File: src/hw/rtl/assert_macros.svh
// ---------------------------------------------------------------------------
// Assertion macros shared by the RTL files.
// ---------------------------------------------------------------------------
`ifndef ASSERT_MACROS_SVH
`define ASSERT_MACROS_SVH
`ifndef NO_ASSERTIONS
// Same-cycle implication, masked during reset.
`define ASSERT_IMPLIES(lbl, clk, rst, ante, cons, msg) \
  lbl: assert property (@(posedge clk) disable iff (rst) (ante) |-> (cons)) else $error(msg);
// Next-cycle implication, masked during reset.
`define ASSERT_NEXT(lbl, clk, rst, ante, cons, msg) \
  lbl: assert property (@(posedge clk) disable iff (rst) (ante) |=> (cons)) else $error(msg);
`else
`define ASSERT_IMPLIES(lbl, clk, rst, ante, cons, msg)
`define ASSERT_NEXT(lbl, clk, rst, ante, cons, msg)
`endif
`endif

File: src/hw/rtl/mpbc_pkg.sv
// ---------------------------------------------------------------------------
// mpbc_pkg
// Types, constants and bit-packing helpers of the packet block cipher.
// ---------------------------------------------------------------------------
`timescale 1ns / 1ps
`default_nettype none
package mpbc_pkg;

  localparam int WORDS           = 4;
  localparam int WORD_W          = 18;
  localparam int PROD_W          = 32;
  localparam int BITS_PER_STAGE  = 4;
  localparam int MOD_STAGES      = PROD_W / BITS_PER_STAGE;

  localparam logic [7:0] CHK_SEED = 8'hF8;
  localparam logic [7:0] LEN_SALT = 8'h3D;

  // Register indexes
  localparam logic [2:0] REG_MOD_LO = 3'd0;
  localparam logic [2:0] REG_MOD_HI = 3'd1;
  localparam logic [2:0] REG_ENC_LO = 3'd2;
  localparam logic [2:0] REG_ENC_HI = 3'd3;
  localparam logic [2:0] REG_DEC_LO = 3'd4;
  localparam logic [2:0] REG_DEC_HI = 3'd5;
  localparam logic [2:0] REG_XOR_LO = 3'd6;
  localparam logic [2:0] REG_XOR_HI = 3'd7;

  localparam logic OP_ENCRYPT = 1'b0;
  localparam logic OP_DECRYPT = 1'b1;

  typedef logic [WORDS-1:0][WORD_W-1:0] words_t;

  // Per-item context that rides along the pipeline
  typedef struct packed {
    logic        op;
    words_t      src;   // plaintext words (encrypt) or unchained words (decrypt)
    logic [3:0]  len;
    logic [7:0]  c0;
    logic [7:0]  c1;
    words_t      res;   // per-word results filled in by the word units
  } ctx_t;

  // One restoring step of the remainder: shift in a bit, subtract if it fits
  function automatic logic [WORD_W-1:0] rem_step(input logic [WORD_W-1:0] r,
                                                 input logic bit_in,
                                                 input logic [WORD_W-1:0] m);
    logic [WORD_W:0] t;
    t = {r, bit_in};
    if (t >= {1'b0, m}) begin
      t = t - {1'b0, m};
    end
    return t[WORD_W-1:0];
  endfunction

  // Pack four words and two check bytes MSB-first; byte k lands in [8k+7:8k]
  function automatic logic [87:0] pack_stream(input words_t e, input logic [7:0] b9,
                                              input logic [7:0] b10);
    logic [87:0] seq;
    logic [87:0] bytes;
    seq = {e[0][7:0], e[0][15:8], e[0][17], e[0][16],
           e[1][7:0], e[1][15:8], e[1][17], e[1][16],
           e[2][7:0], e[2][15:8], e[2][17], e[2][16],
           e[3][7:0], e[3][15:8], e[3][17], e[3][16], b9, b10};
    for (int k = 0; k < 11; k++) begin
      bytes[8*k +: 8] = seq[87-8*k -: 8];
    end
    return bytes;
  endfunction

  // Undo the packing of the four words
  function automatic words_t unpack_words(input logic [87:0] bytes);
    logic [87:0] seq;
    logic [17:0] c;
    words_t      w;
    for (int k = 0; k < 11; k++) begin
      seq[87-8*k -: 8] = bytes[8*k +: 8];
    end
    for (int i = 0; i < WORDS; i++) begin
      c    = seq[87-18*i -: 18];
      w[i] = {c[1], c[0], c[9:2], c[17:10]};
    end
    return w;
  endfunction

endpackage
`default_nettype wire

File: src/hw/rtl/mpbc_word_unit.sv
// ---------------------------------------------------------------------------
// mpbc_word_unit
// Pipelined (a * b) mod 2^32 % m: one multiply stage, then a restoring
// remainder over the 32 product bits, a few bits per stage.
// ---------------------------------------------------------------------------
`timescale 1ns / 1ps
`default_nettype none
module mpbc_word_unit import mpbc_pkg::*; (
  input  logic              clk,
  input  logic              rst,
  input  logic              en,
  input  logic              in_valid,
  input  ctx_t              in_ctx,
  input  logic [WORD_W-1:0] a,
  input  logic [WORD_W-1:0] b,
  input  logic [WORD_W-1:0] m,
  output logic              out_valid,
  output ctx_t              out_ctx,
  output logic [WORD_W-1:0] rem
);

  logic              mul_valid;
  ctx_t              mul_ctx;
  logic [PROD_W-1:0] mul_prod;
  logic [WORD_W-1:0] mul_mod;

  logic              dv_valid [MOD_STAGES];
  ctx_t              dv_ctx   [MOD_STAGES];
  logic [WORD_W-1:0] dv_rem   [MOD_STAGES];
  logic [PROD_W-1:0] dv_num   [MOD_STAGES];
  logic [WORD_W-1:0] dv_mod   [MOD_STAGES];

  logic [2*WORD_W-1:0] prod_full;
  assign prod_full = a * b;

  // Multiply, keep the low 32 bits
  always_ff @(posedge clk) begin
    if (rst) begin
      mul_valid <= 1'b0;
    end else if (en) begin
      mul_valid <= in_valid;
    end
    if (en) begin
      mul_ctx  <= in_ctx;
      mul_prod <= prod_full[PROD_W-1:0];
      mul_mod  <= m;
    end
  end

  // Remainder stages
  for (genvar s = 0; s < MOD_STAGES; s++) begin : g_div
    logic              pv;
    ctx_t              pc;
    logic [WORD_W-1:0] pr;
    logic [PROD_W-1:0] pn;
    logic [WORD_W-1:0] pm;
    logic [WORD_W-1:0] r_next;

    if (s == 0) begin : g_first
      assign pv = mul_valid;
      assign pc = mul_ctx;
      assign pr = '0;
      assign pn = mul_prod;
      assign pm = mul_mod;
    end else begin : g_rest
      assign pv = dv_valid[s-1];
      assign pc = dv_ctx[s-1];
      assign pr = dv_rem[s-1];
      assign pn = dv_num[s-1];
      assign pm = dv_mod[s-1];
    end

    always_comb begin
      r_next = pr;
      for (int j = 0; j < BITS_PER_STAGE; j++) begin
        r_next = rem_step(r_next, pn[PROD_W-1-j], pm);
      end
    end

    always_ff @(posedge clk) begin
      if (rst) begin
        dv_valid[s] <= 1'b0;
      end else if (en) begin
        dv_valid[s] <= pv;
      end
      if (en) begin
        dv_ctx[s] <= pc;
        dv_rem[s] <= r_next;
        dv_num[s] <= pn << BITS_PER_STAGE;
        dv_mod[s] <= pm;
      end
    end
  end

  // Zero modulus reduces to zero
  assign out_valid = dv_valid[MOD_STAGES-1];
  assign out_ctx   = dv_ctx[MOD_STAGES-1];
  assign rem       = (dv_mod[MOD_STAGES-1] == '0) ? '0 : dv_rem[MOD_STAGES-1];

endmodule
`default_nettype wire

File: config.mk
export PLATFORM = sky130hd
export DESIGN_NAME = mpbc_word_unit
export DESIGN_NICKNAME = d
export VERILOG_FILES = /design/src/hw/rtl/assert_macros.svh /design/src/hw/rtl/mpbc_pkg.sv /design/src/hw/rtl/mpbc_word_unit.sv
export SDC_FILE = /design/constraint.sdc
export NUM_CORES = 2
export LEC_CHECK = 0
export ABC_CLOCK_PERIOD_IN_PS = 18010
export BUFFER_PORTS_ARGS = -buffer_cell sky130_fd_sc_hd__buf_2
export CORE_ASPECT_RATIO = 0.9
export CORE_MARGIN = 2
export CORE_UTILIZATION = 68
export CTS_BUF_LIST = sky130_fd_sc_hd__clkbuf_8 sky130_fd_sc_hd__clkbuf_16
export CTS_CLUSTER_SIZE = 30
export DETAILED_ROUTE_END_ITERATION = 8
export HOLD_SLACK_MARGIN = 0.02
export PLACE_DENSITY_LB_ADDON = 0.1
export SYNTH_ARGS = -nofsm -noshare
export SYNTH_HDL_FRONTEND = slang
export SYNTH_SLANG_ARGS = --single-unit
File: constraint.sdc
create_clock -name clk -period 18.01 [get_ports clk]
set_clock_uncertainty 0.2 [all_clocks]
set_input_delay 0 -clock clk [delete_from_list [all_inputs] [get_ports clk]]
set_output_delay 0 -clock clk [all_outputs]
set_load 0.02 [all_outputs]
==> results by stage <==
Status:
- The run finished, with violations left.
- The checks that failed: design-rule violations.

Logic synthesis:
- The cell taking the most area after synthesis is sky130_fd_sc_hd__edfxtp_1.
- The number of synthesized flops with an enable pin is approximately 2000.
- The average size of a mapped cell is between 10 and 15 um^2.
- For this run, asynchronously set or reset flops after synthesis account for 0%.
- The dominant synthesized flop cell is sky130_fd_sc_hd__edfxtp_1.
- In this run the cell area of the synthesized design comes to just over 100000 um^2.
- Among all cell types in the netlist, the one instantiated most often is sky130_fd_sc_hd__edfxtp_1.
- Of the post-synthesis cell area, the dominant cell type holds a little under three fifths.
- Of the synthesized area, sequential elements account for ~57%.
- Synthesis handed over a netlist of 7875 instances.
- The net count after synthesis is 9029.
- After synthesis the netlist holds a flip-flop and latch count of 1944.
- After synthesis, the cell types taking the most area are sky130_fd_sc_hd__edfxtp_1 (57%), sky130_fd_sc_hd__ha_1 (7.9%), sky130_fd_sc_hd__fa_1 (5.5%).
- The Yosys step of the flow raised 0 warnings.
- After synthesis, the most frequently instantiated cells are sky130_fd_sc_hd__edfxtp_1 (1943), sky130_fd_sc_hd__inv_1 (666), sky130_fd_sc_hd__ha_1 (649).
- The distinct cell type count after synthesis is 95.

Worst setup path:
- The data arrival time of the critical path is 17100 ps.
- The critical path buffer and inverter count is 4.
- The master of the slowest instance on the critical path is sky130_fd_sc_hd__o21ai_0.
- For the worst setup path, the data required time is 18420 ps.
- The worst reg2reg path depth is 41.
- The class of the most critical setup path is reg -> reg.
- The startpoint kind of the worst setup timing path is a register.
- The cell occurring most often along the worst timing path is sky130_fd_sc_hd__o21ai_0.
- The delay of the slowest cell on the worst path is 1270 ps.
- The category of the worst setup path capture point is a register.
- The family of cells with the greatest summed delay on the critical path is compound AO/OA/AOI/OAI gates.
- The peak fanout along the critical path is 27.
- The logic depth of the worst setup path including buffers is 41.

GRT:
- The global route total overflow is 0.
- Global routing consumed, over all layers together, about 34% of the routing resources.
- Entering global routing, the biggest net connects between 200 and 250 pins.
- The first global-routing pass estimated between 300 and 400 mm of wire.
- The initial antenna violation count came to 19.
- The via count of the first global-routing pass came to approximately 67000.

Worst hold path:
- The path class of the lowest-slack min-delay path is in -> reg.
- The number of cells on the worst hold path is 2.

Route:
- The length of the first detailed-routing pass in iterations is 9.
- The routed layout has 67100 vias.
- Summed over all layers, the routed wires come to 258 mm.
- Dividing the detail-routed wire length by the instance count gives roughly 24 um.
- The detailed-route DRC error count is 3.
- After detailed routing, the number of vias per cell comes to between 6 and 7.
- The detailed router finished its first iteration with between 7000 and 8000 violations.
- The remaining number of nets flagged by the antenna check after routing is 0.

Job:
- Max-cap violations in this run came to 0.

CTS:
- The clock tree from TritonCTS is done.
- CTS built an H-tree with a depth of 4.
- The clock buffer count from CTS is around 180.
- The clock root buffer is sky130_fd_sc_hd__clkbuf_16.
- Clock latency on the worst-skew pair, taken at its later pin, is roughly 870 ps.
- In this run the post-CTS setup repair buffer count came out at 0.
- The longest clock path from root to sink contains 3 buffers.
- The register clock-pin slew on the reported worst setup and hold paths is around 70 ps.
- The clock drives 1944 sinks.

Place:
- At the end of routability-driven placement, the weighted congestion stood at between 0.9 and 1.
- Detailed placement ended at an HPWL of ~160 mm.
- Port buffering added 406 buffers.

STA:
- Derived from the worst setup path, the maximum achievable clock frequency is ~0.06 GHz.
- The final count of hold timing violations is 0.
- Summed over all failing endpoints, the final setup total negative slack is 0 ps.
- The total count of max-transition violations in the final report came to 0.
- Setup violations remaining at the end of the flow were counted as 0.
- The period utilization is ~93%.
- The actual transition at the worst max-transition pin is 1390 ps.
- The smallest clock period supported by the final layout is computed as 16690 ps.
- The worst slew margin relative to its limit is between 6 and 7%.
- Setup repair after global routing left no endpoint under its margin.

Die:
- The floorplan step set the die height to ~370 um.
- In this run the core area contains ~140 standard-cell rows.
- The full die area is roughly 150000 um^2.
- Measured along the x axis, the die boundary spans roughly 410 um.
- The core region is ~150000 um^2.
- Pin placement for this block handled 407 I/O pins.
- The effective utilization at floorplan is between 60% and 70%.

Cells and area:
- The final layout contains slightly below 10000 nets.
- Across the whole layout, storage elements account for about 60000 um^2.
- Summing all multi-input logic gate instances after layout gives 39700 um^2.
- Counting the fill cells in the layout gives roughly 8700.
- Cells with a size suffix above 1 make up a little under an eighth of the layout.
- The layout overhead on the synthesized area is 12.7%.
-- placed cells by master (no fill, tap or decap), types with 29 or more instances in the layout --
| cell type | netlist | routed |
|---|---|---|
| sky130_fd_sc_hd__clkbuf_16 | 0 | 183 |
| sky130_fd_sc_hd__and2_1 | 132 | 132 |
| sky130_fd_sc_hd__o31ai_1 | 30 | 30 |
| sky130_fd_sc_hd__nand3_1 | 94 | 94 |
| sky130_fd_sc_hd__nand4_1 | 78 | 78 |
| sky130_fd_sc_hd__buf_4 | 167 | 35 |
| sky130_fd_sc_hd__and3_1 | 57 | 57 |
| sky130_fd_sc_hd__or2_2 | 33 | 33 |
| sky130_fd_sc_hd__edfxtp_1 | 1943 | 1943 |
| sky130_fd_sc_hd__a21o_1 | 200 | 200 |
| sky130_fd_sc_hd__dlygate4sd3_1 | 0 | 384 |
| sky130_fd_sc_hd__mux2_2 | 230 | 230 |
| sky130_fd_sc_hd__xor2_1 | 150 | 150 |
| sky130_fd_sc_hd__or3_1 | 29 | 29 |
| sky130_fd_sc_hd__a221o_1 | 31 | 31 |
| sky130_fd_sc_hd__clkinv_1 | 2 | 41 |
| sky130_fd_sc_hd__nor4_1 | 31 | 30 |
| sky130_fd_sc_hd__ha_1 | 649 | 649 |
| sky130_fd_sc_hd__a21oi_1 | 412 | 412 |
| sky130_fd_sc_hd__o211ai_1 | 33 | 33 |
| sky130_fd_sc_hd__o21bai_1 | 51 | 51 |
| sky130_fd_sc_hd__a21boi_0 | 30 | 30 |
| sky130_fd_sc_hd__inv_1 | 666 | 704 |
| sky130_fd_sc_hd__a211oi_1 | 47 | 45 |
| sky130_fd_sc_hd__nor2b_1 | 111 | 111 |
| sky130_fd_sc_hd__buf_2 | 18 | 405 |
| sky130_fd_sc_hd__xnor2_1 | 275 | 275 |
| sky130_fd_sc_hd__o221ai_1 | 37 | 37 |
| sky130_fd_sc_hd__nand2b_1 | 64 | 64 |
| sky130_fd_sc_hd__nand2_1 | 587 | 587 |
| sky130_fd_sc_hd__o21a_1 | 98 | 98 |
| sky130_fd_sc_hd__o21ai_0 | 325 | 325 |
| sky130_fd_sc_hd__nor3_1 | 101 | 100 |
| sky130_fd_sc_hd__a31oi_1 | 37 | 35 |
| sky130_fd_sc_hd__nor2_1 | 350 | 350 |
| sky130_fd_sc_hd__fa_1 | 282 | 282 |
| sky130_fd_sc_hd__mux2i_1 | 79 | 77 |
-- final timing paths --
path         slack (ps)      startpoint        endpoint
min reg2reg         180  dv_ctx[0][434]  dv_ctx[0][599]
max                1320   dv_mod[1][37]   dv_rem[1][56]
min                 100              en  dv_ctx[0][122]
max reg2reg        1320   dv_mod[1][37]   dv_rem[1][56]
-- cells by family after synthesis --
logic type	Yosys count	share of synthesized area [%]
compound gates	1551	10.0
xor+xnor	425	3.64
fa+ha+maj	931	13.4
buf+inv	978	4.24
flops	1944	57.0
mux	320	3.46
simple gates	1726	8.14
-- what timing repair did --
item | 4_1_cts | 5_1_grt
hold buffers | 384 | 0
endpoints found under the hold margin | 423 | 0
gates resized for setup | 0 | 0
-- flip-flops by register name, indices dropped and copies added (netlist names) --
signal / flops
g_div.pc: 165
dv_rem: 144
g_div.pv: 1
g_div.pm: 18
dv_mod: 144
dv_num: 112
g_div.pn: 32
dv_ctx: 1320
dv_valid: 8
-- cell type report --
cell class	instances	area share, %
Antenna cell	7	0.0152
Tap cell	1986	2.15
Multi-Input combinational cell	4953	34.4
Sequential cell	1944	50.6
Clock buffer	183	3.97
Timing Repair Buffer	828	5.39
Clock inverter	160	1.30
Inverter	668	2.17
-- routing by layer --
metal / up-vias / wire length (um) / GRT usage (%)
li1: 30200 / - / -
met1: 32500 / 97700 / 43.0
met2: 3617 / 127000 / 56.4
met3: 847 / 20800 / 6.42
met4: 18 / 12200 / 14.2
met5: - / 132 / 0
-- per-stage QoR --
step                cell area (um^2)  instances  setup WS, ps  utilization [%]  hold WS [ps]
global placement              105000       9995          4660             70.3         -23.7
floorplan                     102000       7875          6850                -          -128
detailed placement            105000       9995          3630             70.3         -21.9
global route                  115000      10700          1200             76.9           139
CTS                           115000      10700          2780             76.9          20.4
finish                        115000      10700          1320             76.9          97.9
Power is not shown: default switching activity piles up to over one toggle a cycle in this logic, so the estimate is an artifact.
